--- src/design/deque_with_sort_and_count_defines.svh ---
// Assertion macros for the deque block.
// Define SYNTH to drop every check.
`ifndef DEQUE_WITH_SORT_AND_COUNT_DEFINES_SVH
`define DEQUE_WITH_SORT_AND_COUNT_DEFINES_SVH

`ifndef SYNTH
// Holds at every edge outside reset.
`define DWSC_ASSERT(lbl, prop) \
  lbl: assert property (@(posedge clk_i) disable iff (!rst_ni) (prop)) \
    else $error("%m: check failed");
// Antecedent at one edge implies consequent at the next edge.
`define DWSC_ASSERT_NEXT(lbl, ante, cons) \
  lbl: assert property (@(posedge clk_i) disable iff (!rst_ni) (ante) |=> (cons)) \
    else $error("%m: check failed");
`else
`define DWSC_ASSERT(lbl, prop)
`define DWSC_ASSERT_NEXT(lbl, ante, cons)
`endif

`endif

--- src/design/dwsc_pkg.sv ---
package dwsc_pkg;

  localparam int unsigned DEPTH_DEFAULT = 64;
  localparam int unsigned VAL_W         = 32;
  localparam int unsigned MODE_W        = 3;
  localparam int unsigned STAT_W        = 2;

  typedef enum logic [MODE_W-1:0] {
    MODE_PUSH_FRONT = 3'd0,
    MODE_PUSH_BACK  = 3'd1,
    MODE_POP_FRONT  = 3'd2,
    MODE_POP_BACK   = 3'd3,
    MODE_SORT       = 3'd4,
    MODE_COUNT      = 3'd5,
    MODE_CLEAR      = 3'd6
  } mode_e;

  localparam logic [STAT_W-1:0] STAT_DONE  = 2'd0;
  localparam logic [STAT_W-1:0] STAT_EMPTY = 2'd1;
  localparam logic [STAT_W-1:0] STAT_FULL  = 2'd2;

  // shared comparator flags
  typedef struct packed {
    logic gt;
    logic eq;
  } cmp_res_t;

endpackage

--- src/design/dwsc_ram.sv ---
module dwsc_ram #(
  parameter int unsigned DEPTH = dwsc_pkg::DEPTH_DEFAULT,
  localparam int unsigned AW   = (DEPTH > 1) ? $clog2(DEPTH) : 1
) (
  input  logic                       clk_i,
  input  logic                       we_i,
  input  logic [AW-1:0]              waddr_i,
  input  logic [dwsc_pkg::VAL_W-1:0] wdata_i,
  input  logic [AW-1:0]              raddr_i,
  output logic [dwsc_pkg::VAL_W-1:0] rdata_o
);

  logic [dwsc_pkg::VAL_W-1:0] mem_q [DEPTH];

  always_ff @(posedge clk_i) begin
    if (we_i) begin
      mem_q[waddr_i] <= wdata_i;
    end
  end

  // registered read, old data on collision
  always_ff @(posedge clk_i) begin
    rdata_o <= mem_q[raddr_i];
  end

endmodule

--- src/design/dwsc_cmp.sv ---
module dwsc_cmp (
  input  logic signed [dwsc_pkg::VAL_W-1:0] a_i,
  input  logic signed [dwsc_pkg::VAL_W-1:0] b_i,
  output dwsc_pkg::cmp_res_t                res_o
);

  assign res_o.gt = (a_i > b_i);
  assign res_o.eq = (a_i == b_i);

endmodule

--- src/design/deque_with_sort_and_count.sv ---
// Flow: push, clear, refused ops and sort/count of fewer entries go from idle
// to S_EMIT. Pop reads in S_POP (registered RAM read). Count of n entries
// walks them in S_COUNT. Sort of n >= 2 entries runs bubble passes (at most n)
// through the single RAM read port and the one shared comparator.
// One word in flight: the next word is taken only once the FSM is back in S_IDLE.
// Reset (rst_ni low, async): FSM, front pointer, count and output valid clear.
module deque_with_sort_and_count #(
  parameter int unsigned DEPTH = dwsc_pkg::DEPTH_DEFAULT,
  localparam int unsigned AW   = (DEPTH > 1) ? $clog2(DEPTH) : 1,
  localparam int unsigned CW   = $clog2(DEPTH + 1)
) (
  input  logic                              clk_i,
  input  logic                              rst_ni,
  // input words
  input  logic                              in_valid_i,
  output logic                              in_ready_o,
  input  logic [dwsc_pkg::MODE_W-1:0]       mode_i,
  input  logic signed [dwsc_pkg::VAL_W-1:0] value_i,
  // result words
  output logic                              out_valid_o,
  input  logic                              out_ready_i,
  output logic signed [dwsc_pkg::VAL_W-1:0] result_value_o,
  output logic [dwsc_pkg::STAT_W-1:0]       status_o,
  output logic [CW-1:0]                     occupancy_o
);

  `include "deque_with_sort_and_count_defines.svh"

  localparam logic [AW:0]   DEPTH_W  = (AW+1)'(DEPTH);
  localparam logic [AW-1:0] POS_LAST = AW'(DEPTH - 1);
  localparam logic [AW-1:0] POS_ONE  = AW'(1);

  typedef enum logic [2:0] {
    S_IDLE,
    S_POP,
    S_SORT_FIRST,
    S_SORT_RUN,
    S_SORT_END,
    S_COUNT,
    S_EMIT
  } state_e;

  // ring position of logical entry pos
  function automatic logic [AW-1:0] slot_f(input logic [AW-1:0] base,
                                           input logic [AW-1:0] pos);
    logic [AW:0] sum;
    sum = {1'b0, base} + {1'b0, pos};
    if (sum >= DEPTH_W) begin
      sum = sum - DEPTH_W;
    end
    return sum[AW-1:0];
  endfunction

  state_e                      state_q, state_d;
  logic [AW-1:0]               front_q, front_d;
  logic [CW-1:0]               count_q, count_d;
  logic [AW-1:0]               idx_q, idx_d;       // logical position being walked
  logic [dwsc_pkg::VAL_W-1:0]  carry_q, carry_d;   // largest value so far in a pass
  logic                        swapped_q, swapped_d;
  logic [CW-1:0]               match_q, match_d;
  logic [dwsc_pkg::VAL_W-1:0]  value_q, value_d;
  logic [dwsc_pkg::VAL_W-1:0]  res_value_q, res_value_d;
  logic [dwsc_pkg::STAT_W-1:0] res_status_q, res_status_d;
  logic                        out_valid_q, out_valid_d;
  logic [dwsc_pkg::VAL_W-1:0]  out_value_q, out_value_d;
  logic [dwsc_pkg::STAT_W-1:0] out_status_q, out_status_d;
  logic [CW-1:0]               out_occ_q, out_occ_d;

  // RAM port and comparator hookup
  logic                        ram_we;
  logic [AW-1:0]               ram_wpos, ram_rpos;
  logic [AW-1:0]               ram_waddr, ram_raddr;
  logic [dwsc_pkg::VAL_W-1:0]  ram_wdata, ram_rdata;
  logic [dwsc_pkg::VAL_W-1:0]  cmp_a, cmp_b;
  dwsc_pkg::cmp_res_t          cmp_res;

  logic [CW-1:0]               cnt_m1;
  logic [CW-1:0]               match_sum;
  logic                        is_full, is_empty, is_last;

  assign cnt_m1    = count_q - CW'(1);
  assign is_full   = (count_q == CW'(DEPTH));
  assign is_empty  = (count_q == '0);
  assign is_last   = (idx_q == cnt_m1[AW-1:0]);
  assign match_sum = match_q + CW'(cmp_res.eq);

  assign ram_waddr = slot_f(front_q, ram_wpos);
  assign ram_raddr = slot_f(front_q, ram_rpos);

  dwsc_ram #(
    .DEPTH (DEPTH)
  ) u_ram (
    .clk_i   (clk_i),
    .we_i    (ram_we),
    .waddr_i (ram_waddr),
    .wdata_i (ram_wdata),
    .raddr_i (ram_raddr),
    .rdata_o (ram_rdata)
  );

  dwsc_cmp u_cmp (
    .a_i   (cmp_a),
    .b_i   (cmp_b),
    .res_o (cmp_res)
  );

  assign in_ready_o     = (state_q == S_IDLE);
  assign out_valid_o    = out_valid_q;
  assign result_value_o = out_value_q;
  assign status_o       = out_status_q;
  assign occupancy_o    = out_occ_q;

  always_comb begin
    state_d      = state_q;
    front_d      = front_q;
    count_d      = count_q;
    idx_d        = idx_q;
    carry_d      = carry_q;
    swapped_d    = swapped_q;
    match_d      = match_q;
    value_d      = value_q;
    res_value_d  = res_value_q;
    res_status_d = res_status_q;
    out_valid_d  = out_valid_q;
    out_value_d  = out_value_q;
    out_status_d = out_status_q;
    out_occ_d    = out_occ_q;

    ram_we    = 1'b0;
    ram_wpos  = '0;
    ram_rpos  = '0;
    ram_wdata = carry_q;
    cmp_a     = carry_q;
    cmp_b     = ram_rdata;

    if (out_valid_q && out_ready_i) begin
      out_valid_d = 1'b0;
    end

    case (state_q)
      S_IDLE: begin
        if (in_valid_i) begin
          value_d      = value_i;
          res_value_d  = '0;
          res_status_d = dwsc_pkg::STAT_DONE;
          state_d      = S_EMIT;
          case (dwsc_pkg::mode_e'(mode_i))
            dwsc_pkg::MODE_PUSH_FRONT: begin
              if (is_full) begin
                res_status_d = dwsc_pkg::STAT_FULL;
              end else begin
                // one slot behind the front, wrapping
                ram_we    = 1'b1;
                ram_wpos  = POS_LAST;
                ram_wdata = value_i;
                front_d   = slot_f(front_q, POS_LAST);
                count_d   = count_q + CW'(1);
              end
            end
            dwsc_pkg::MODE_PUSH_BACK: begin
              if (is_full) begin
                res_status_d = dwsc_pkg::STAT_FULL;
              end else begin
                ram_we    = 1'b1;
                ram_wpos  = count_q[AW-1:0];
                ram_wdata = value_i;
                count_d   = count_q + CW'(1);
              end
            end
            dwsc_pkg::MODE_POP_FRONT: begin
              if (is_empty) begin
                res_status_d = dwsc_pkg::STAT_EMPTY;
              end else begin
                ram_rpos = '0;
                front_d  = slot_f(front_q, POS_ONE);
                count_d  = cnt_m1;
                state_d  = S_POP;
              end
            end
            dwsc_pkg::MODE_POP_BACK: begin
              if (is_empty) begin
                res_status_d = dwsc_pkg::STAT_EMPTY;
              end else begin
                ram_rpos = cnt_m1[AW-1:0];
                count_d  = cnt_m1;
                state_d  = S_POP;
              end
            end
            dwsc_pkg::MODE_SORT: begin
              if (count_q > CW'(1)) begin
                ram_rpos = '0;
                state_d  = S_SORT_FIRST;
              end
            end
            dwsc_pkg::MODE_COUNT: begin
              if (!is_empty) begin
                ram_rpos = '0;
                idx_d    = '0;
                match_d  = '0;
                state_d  = S_COUNT;
              end
            end
            dwsc_pkg::MODE_CLEAR: begin
              front_d = '0;
              count_d = '0;
            end
            default: begin
            end
          endcase
        end
      end

      S_POP: begin
        res_value_d = ram_rdata;
        state_d     = S_EMIT;
      end

      // start of a bubble pass: entry 0 becomes the carried value
      S_SORT_FIRST: begin
        carry_d   = ram_rdata;
        ram_rpos  = POS_ONE;
        idx_d     = POS_ONE;
        swapped_d = 1'b0;
        state_d   = S_SORT_RUN;
      end

      // rdata holds entry idx; smaller of carry/rdata lands at idx-1
      S_SORT_RUN: begin
        ram_we   = 1'b1;
        ram_wpos = idx_q - AW'(1);
        if (cmp_res.gt) begin
          ram_wdata = ram_rdata;
          swapped_d = 1'b1;
        end else begin
          ram_wdata = carry_q;
          carry_d   = ram_rdata;
        end
        if (is_last) begin
          state_d = S_SORT_END;
        end else begin
          ram_rpos = idx_q + AW'(1);
          idx_d    = idx_q + AW'(1);
        end
      end

      // largest of the pass goes to the back
      S_SORT_END: begin
        ram_we    = 1'b1;
        ram_wpos  = idx_q;
        ram_wdata = carry_q;
        if (swapped_q) begin
          ram_rpos = '0;
          state_d  = S_SORT_FIRST;
        end else begin
          state_d = S_EMIT;
        end
      end

      S_COUNT: begin
        cmp_a = ram_rdata;
        cmp_b = value_q;
        if (is_last) begin
          res_value_d = dwsc_pkg::VAL_W'(match_sum);
          state_d     = S_EMIT;
        end else begin
          match_d  = match_sum;
          ram_rpos = idx_q + AW'(1);
          idx_d    = idx_q + AW'(1);
        end
      end

      S_EMIT: begin
        if (!out_valid_q || out_ready_i) begin
          out_valid_d  = 1'b1;
          out_value_d  = res_value_q;
          out_status_d = res_status_q;
          out_occ_d    = count_q;
          state_d      = S_IDLE;
        end
      end

      default: begin
        state_d = S_IDLE;
      end
    endcase
  end

  always_ff @(posedge clk_i or negedge rst_ni) begin
    if (!rst_ni) begin
      state_q      <= S_IDLE;
      front_q      <= '0;
      count_q      <= '0;
      idx_q        <= '0;
      carry_q      <= '0;
      swapped_q    <= 1'b0;
      match_q      <= '0;
      value_q      <= '0;
      res_value_q  <= '0;
      res_status_q <= dwsc_pkg::STAT_DONE;
      out_valid_q  <= 1'b0;
      out_value_q  <= '0;
      out_status_q <= dwsc_pkg::STAT_DONE;
      out_occ_q    <= '0;
    end else begin
      state_q      <= state_d;
      front_q      <= front_d;
      count_q      <= count_d;
      idx_q        <= idx_d;
      carry_q      <= carry_d;
      swapped_q    <= swapped_d;
      match_q      <= match_d;
      value_q      <= value_d;
      res_value_q  <= res_value_d;
      res_status_q <= res_status_d;
      out_valid_q  <= out_valid_d;
      out_value_q  <= out_value_d;
      out_status_q <= out_status_d;
      out_occ_q    <= out_occ_d;
    end
  end

  // checks
  `DWSC_ASSERT(a_count_in_range, count_q <= CW'(DEPTH))
  `DWSC_ASSERT_NEXT(a_one_word_in_flight, in_valid_i && in_ready_o, !in_ready_o)
  `DWSC_ASSERT_NEXT(a_full_push_no_change,
    in_valid_i && in_ready_o && is_full &&
    (mode_i == dwsc_pkg::MODE_PUSH_FRONT || mode_i == dwsc_pkg::MODE_PUSH_BACK),
    count_q == $past(count_q) && front_q == $past(front_q))
  `DWSC_ASSERT(a_sort_idx_in_span, state_q != S_SORT_RUN || (idx_q != '0 && idx_q <= cnt_m1[AW-1:0]))

endmodule

--- config.mk ---
export PLATFORM = sky130hd
export DESIGN_NAME = deque_with_sort_and_count
export DESIGN_NICKNAME = d
export VERILOG_FILES = /design/src/design/dwsc_pkg.sv /design/src/design/dwsc_ram.sv /design/src/design/dwsc_cmp.sv /design/src/design/deque_with_sort_and_count.sv
export VERILOG_INCLUDE_DIRS = /design/src /design/src/design
export SDC_FILE = /design/constraint.sdc
export NUM_CORES = 2
export LEC_CHECK = 0
export BUFFER_PORTS_ARGS = -buffer_cell sky130_fd_sc_hd__buf_2
export CELL_PAD_IN_SITES_DETAIL_PLACEMENT = 1
export CELL_PAD_IN_SITES_GLOBAL_PLACEMENT = 1
export CORE_UTILIZATION = 50
export CTS_CLUSTER_DIAMETER = 30
export CTS_CLUSTER_SIZE = 24
export DETAILED_ROUTE_END_ITERATION = 7
export PLACE_DENSITY = 0.78
export SETUP_SLACK_MARGIN = 0.3
export SYNTH_ARGS = -nofsm -noshare
export SYNTH_HDL_FRONTEND = slang
export SYNTH_HIERARCHICAL = 1
export SYNTH_SLANG_ARGS = --single-unit
--- constraint.sdc ---
create_clock -name clk_i -period 6.87 [get_ports clk_i]
set_input_delay 0.687 -clock clk_i [delete_from_list [all_inputs] [get_ports clk_i]]
set_output_delay 0.687 -clock clk_i [all_outputs]
set_load 0.01 [all_outputs]
# [Yosys cells after proc, flatten, opt, wreduce, memory -nomap -nowiden]
# Memories as Yosys holds them, arrays and structs flattened. A register that Yosys moved wholly into a read port is not among the register bits.
# Cells that the tools add are included.
# Widths: inputs -> output; s select.
[totals] reg_bits=170 mem_bits_rw=2048 inputBits=39 out_inout_bits=43 n_memories=1
[mem_list] name="u_ram.mem_q" words=64 width=32 read_ports=1 rd_clocked_by_memory_dff=1 write_ports=1 line="dwsc_ram.sv:13" rtl="logic [dwsc_pkg::VAL_W-1:0] mem_q [DEPTH];"
[classes] n_addsub=13 magnitude_cmp=6 n_eq_ne=29 mux=66 n_reduce_logical=26
[op_table] operator="$mux 32" count=9
[op_table] operator="$pmux 32 s2" count=2
[op_table] operator="$mux 6" count=17
[op_table] operator="$pmux 32 s3" count=1
[op_table] operator="$pmux 6 s3" count=4
[op_table] operator="$mux 7" count=6
[op_table] operator="$eq 32x32->1" count=1
[op_table] operator="$gt 32x32->1" count=1
[op_table] operator="$sub 6x1->6 const B" count=5
[op_table] operator="$ge 7x7->1 const B" count=4
[op_table] operator="$ne 2x2->1 const B" count=13
[op_table] operator="$mux 3" count=7
[op_table] operator="$pmux 3 s7" count=1
[op_table] operator="$pmux 7 s3" count=1
[op_table] operator="$reduce_and 5->1" count=4
[op_table] operator="$eq 3x3->1 const B" count=6
[op_table] operator="$add 6x6->7" count=2
[op_table] operator="$pmux 7 s2" count=1
[op_table] operator="$eq 3x2->1 const B" count=4
[op_table] operator="$pmux 6 s2" count=1
[op_table] operator="$reduce_bool 3->1" count=4
[op_table] operator="$mux 1" count=10
[op_table] operator="$pmux 3 s3" count=1
[op_table] operator="$reduce_and 2->1" count=4
[op_table] operator="other kinds (23)" count=31

# [Depth between registers and ports, before layout]
[logic_depth] ltp_word=8 mapped_depth=23 ltp_nobuf=20

# [Modules after synthesis]
# The synthesis kept the hierarchy.
[by_module_without_submodules] module="dwsc_ram" n_inst=1 cells_per_inst=3511 area_each_um2=79039.6 seq_area_each_um2=62139.6
[by_module_without_submodules] module="deque_with_sort_and_count" n_inst=1 cells_per_inst=1029 area_each_um2=9574.2 seq_area_each_um2=4254.1
[by_module_without_submodules] module="dwsc_cmp" n_inst=1 cells_per_inst=114 area_each_um2=830.8 seq_area_each_um2=0.0

# [Worst setup path before layout]
# OpenSTA, ideal clock, no wires.
[synth_path] path_type="register to register" startpoint="register state_q[1]" endpoint="memory u_ram/mem_q[10][0] (netlist bit) (enable)" setup_ps=421 arrival_ps=5378 setup_slack_ps=1071 stages_incl_launch_ff=19 n_path_buf=3 period_less_slack_ps=5799 cell_sequence="dfrtp_1 nor3_1 nand2_1 or3_1 a21oi_2 clkbuf_1 o21ai_0 o221ai_1 ha_1 a21oi_1 nor2b_1 o21ai_0 nand2b_1 a21oi_1 xnor3_1 clkbuf_1 or3b_2 clkbuf_1 nor2_1"
[synth_between] elab_chain_len=5 word_cells_on_any_way=12 cone_classes="add/sub: 2; order compare: 1; eq/ne: 2; mux: 5; reduce/logical: 2"
[synth_rtl] item="start: declaration" line="deque_with_sort_and_count.sv:54" rtl="state_e state_q, state_d;"
[synth_rtl] item="start signal: assignment" line="deque_with_sort_and_count.sv:305" rtl="state_q <= state_d;"
[synth_rtl] item="$logic_not 3->1 *"
[synth_rtl] item="via in_ready_o" line="deque_with_sort_and_count.sv:16" rtl="output logic in_ready_o,"
[synth_rtl] item="$pmux 6 s3 *" line="deque_with_sort_and_count.sv:140" rtl="case (state_q)"
[synth_rtl] item="$add 6x6->7 *" line="deque_with_sort_and_count.sv:47" rtl="sum = {1'b0, base} + {1'b0, pos};"
[synth_rtl] item="$sub 6x1->6 / $ge 7x7->1 (equally long branches)" line="deque_with_sort_and_count.sv:49, deque_with_sort_and_count.sv:48"
[synth_rtl] item="$mux 6 *" line="deque_with_sort_and_count.sv:48" rtl="if (sum >= DEPTH_W) begin"
[synth_rtl] item="via ram_waddr[5]" line="deque_with_sort_and_count.sv:72" rtl="logic [AW-1:0] ram_waddr, ram_raddr;"
[synth_rtl] item="end: declaration" line="dwsc_ram.sv:13"
# Mark *: on every way through the listed nets, which the timed path passes. The rest lies on a longest branch.

# [Final worst setup path]
[layout_path] startpoint="register count_q[1]" endpoint="register u_ram/rdata_o[6] (netlist bit), read port of u_ram.mem_q"
[layout_between] elab_chain_len=8 word_cells_on_any_way=12 cone_classes="add/sub: 3; order compare: 1; eq/ne: 1; mux: 6; reduce/logical: 1"
[layout_rtl] item="start: declaration" line="deque_with_sort_and_count.sv:56" rtl="logic [CW-1:0] count_q, count_d;"
[layout_rtl] item="start signal: assignment" line="deque_with_sort_and_count.sv:307" rtl="count_q <= count_d;"
[layout_rtl] item="$sub 7x1->7 / $logic_not 7->1 (equally long branches)" line="deque_with_sort_and_count.sv:81, deque_with_sort_and_count.sv:83"
[layout_rtl] item="$mux 6" line="deque_with_sort_and_count.sv:181" rtl="if (is_empty) begin"
[layout_rtl] item="$mux 6"
[layout_rtl] item="$mux 6" line="deque_with_sort_and_count.sv:142" rtl="if (in_valid_i) begin"
[layout_rtl] item="$pmux 6 s3 *" line="deque_with_sort_and_count.sv:140"
[layout_rtl] item="$add 6x6->7 *" line="deque_with_sort_and_count.sv:47"
[layout_rtl] item="$sub 6x1->6 / $ge 7x7->1 (equally long branches)" line="deque_with_sort_and_count.sv:49, deque_with_sort_and_count.sv:48"
[layout_rtl] item="$mux 6 *" line="deque_with_sort_and_count.sv:48"
[layout_rtl] item="via ram_raddr[1]" line="deque_with_sort_and_count.sv:72"
[layout_rtl] item="end: declaration" line="dwsc_ram.sv:10" rtl="output logic [dwsc_pkg::VAL_W-1:0] rdata_o"
# Marked as above.
# A chain may end at the register's enable or synchronous reset.

==> reports/metrics.cfg <==
[run]
drv_cap=0

[sta]
fin_skew_ps=106.4
hold_ws_ps=50.86
finalHoldViolations=0
slew_headroom_pct=17.32
slew_violations=0
period_minus_slack_ps=6469
fmax_mhz=154.6
tns_ps=0
rsz0062_at_grt=false
finalCritPeriodShare_pct=94.16
setup_viol=0
worst_pin_slew_ps=1234
setup_ws_ps=401.3

[critical_path]
critPathMaxStageDelay_ps=1080
crit_type=reg2reg
worstPathArrival_ps=7370
timing.rr.start=count_q[1]
cpMaxStageDelayCell=fa_4
crit_required_ps=7770
startpoint_type=register
path_max_fanout=50
crit_chain=inv_1 -> ha_1 -> nor3b_4 -> xnor2_1 -> or4_4 -> nor2_8 -> nor3_1 -> or3_1 -> ha_4 -> fa_4 -> buf_12 -> buf_12 -> nand2b_1 -> buf_4 -> o221ai_1 -> o21ai_0 -> and3_1
startpoint=count_q[1]
end_kind=register
path_common_cell=buf_12

[layout]
most-common-layout-cells=edfxtp_1, mux4_2, clkbuf_16, nand2_1, buf_4
drive_above_1_share_pct=30.25
design_area_um2=108600
utilization_pct=61.39
syn_to_final_growth_pct=21.40
final_cells=7853
seq_area_um2=66390
fillers=14840
multi_input_area_um2=21940
final_common_cell=edfxtp_1
nNetsFinal=5261

[clocking]
root_buffer=clkbuf_16
cts_made_buffers=420
ctsLongestPathBuffers=4
path_clk_slew_ps=60
ctsHtreeMaxLevel=5
cts_sinks=2250
clock_latency_ps=1010
tritoncts=yes

[logic_synthesis]
ys_seq_area_share_pct=74.23
synth_warnings=6
synth.distinct_cells=84
postSynth.asyncResetShare_pct=7.556
synth_area_um2=89440
synth_ff_type=edfxtp_1
synthCells=4654
syn_avg_cell_area_um2=19.22
synth_edf_count=2048
ys_ff_latch=2250
syn_nets=4749

[global_route]
antenna_found_initial=18
grt_overflow=0
first_global_vias=55990
grt_use_total_pct=33.37
grt_pass1_wl_mm=425.5
grt_max_degree=94

[power_and_ir_drop]
p_sw_share_pct=21.03
p_int_mw=28.10
peakVddDrop_mv=0.3097
total_power_mw=35.58
power_frac_comb_pct=0.2
leakage_nw=32.30
pwr-share-clk_pct=58.4
p_switching_mw=7.481
powerDensity_nw_per_um2=327.7
seqPwrFrac_pct=41.4

[floorplanning]
ios=82
die_y_um=425.0
die_w_um=425.0
dieArea_um2=180600
initial_core_util_pct=50.57
core_area_um2=176900
rows=154

[placed_design]
portBuffers=81
dp_hpwl_mm=158.8
place_ws_ps=359.4
gp_congestion=0.8708
dpl_cell_area_um2=94190
place_inst=7049

[routing]
ant_nets=0
wl_per_cell_um=38.28
drtIter0Drc=7935
first_pass_iters=6
num_vias=53230
viasPerCell=6.778
finalWirelength_mm=300.6
post-route-drc-count=0

[hold_path]
min_from=value_i[5]
hold_class=in2reg

[outcome]
run_status=finished, final reports clean

[repair_timing]
action,in CTS,in global routing
hold endpoints to repair,123,0
buffers inserted,3,0
endpoints found under the setup margin,3,20
gates resized for setup,1,4
pin swaps,1,0
hold buffers,32,0
cloned,0,0
[cell type report]
type,count,area share (%)
antenna,5,0.01152
clock buffer,483,10.12
clock inverter,281,2.779
inverter,54,0.1867
multi-input combinational,2076,20.21
sequential,2250,61.15
tap,2340,2.696
timing repair buffer,364,2.859
[registers in the layout (all words and copies together), names as in the netlist]
register,count
u_ram/rdata_o,32
res_status_q,2
out_valid_o,1
result_value_o,32
u_ram/mem_q,2048
count_q,7
swapped_q,1
status_o,2
res_value_q,32
state_q,3
occupancy_o,7
idx_q,6
front_q,6
match_q,7
value_q,32
carry_q,32
[path summary, 6_finish.rpt]
check	cells after the start	endpoint	slack, ps
worst max-delay path	17	u_ram/rdata_o[6]	400
worst min-delay path	3	value_q[5]	50
worst max register to register	17	u_ram/rdata_o[6]	400
worst min register to register	2	res_status_q[1]	470
max in group asynchronous	3	res_value_q[24]	4860
min in group asynchronous	2	carry_q[11]	430
[cells in the mapped netlist (6+ instances only)]
cell,n,area share [%]
and4_1,6,0.059
a22o_1,75,0.73
inv_1,54,0.23
o22ai_1,50,0.35
nand3b_1,7,0.059
dfrtp_1,170,4.8
nand2b_1,20,0.14
nor3_1,21,0.12
o22a_1,12,0.12
buf_4,28,0.24
or3_1,10,0.070
xnor2_1,19,0.19
o21ai_0,72,0.40
nor2b_1,27,0.19
mux2_2,73,0.92
a311o_1,12,0.13
ha_1,53,0.74
xor2_1,11,0.11
o211ai_1,16,0.13
nand3_1,63,0.35
o221ai_1,20,0.20
a211o_1,9,0.088
edfxtp_1,2048,69
and3_1,15,0.10
nor2_1,111,0.47
buf_1,10,0.042
a221oi_1,8,0.078
a21o_1,46,0.39
buf_6,33,0.42
nand2_1,348,1.5
a22oi_1,132,1.1
a211oi_1,24,0.20
dfxtp_1,32,0.72
and2_1,9,0.063
buf_2,61,0.34
a31oi_1,23,0.16
mux4_2,446,11
clkbuf_1,133,0.56
a21oi_1,57,0.32
or2_2,9,0.063
o31ai_1,9,0.076
nand4_1,10,0.070
mux2i_1,192,2.1
[routing by layer]
layer  part of all wire, %  vias up  GRT usage (%)
li1                      -    20110              -
met1                    34    27630          42.28
met2                    48     4498          52.96
met3                    12      978          8.667
met4                   6.0       12          17.94
met5                 0.024        -              0
[cells by family (layout without fill, tap and decap cells)]
logic type	Yosys count	after routing	share of synthesized area [%]
and+or+nand+nor	677	677	3.471
muxes	713	713	14.33
AOI/OAI and AO/OA	597	597	4.818
buffers and inverters	328	1182	1.975
DFF	2250	2250	74.23
other	0	5	0
xor gates and xnor gates	33	33	0.3721
adders and majority gates	56	56	0.8085
[critical path: cells and delay by family, from the launching register on]
kind | cells | cell delay (ps)
xor+xnor | 1 | 180
buf+inv | 4 | 1150
fa+ha+maj | 3 | 1570
flops | 1 | 480
compound gates | 2 | 850
simple gates | 7 | 2110
[power by group through the flow]
stage	Sequential, mW	Combinational, mW	Clock [mW]
after CTS	14.7	0.0755	20.9
after global routing	14.7	0.0817	21.3
after floorplan	15.0	0.0130	0
final	14.7	0.0747	20.8
after detailed placement	15.0	0.0597	0
after global placement	15.0	0.0594	0
No activity file was read; power rests on OpenSTA's default activity.
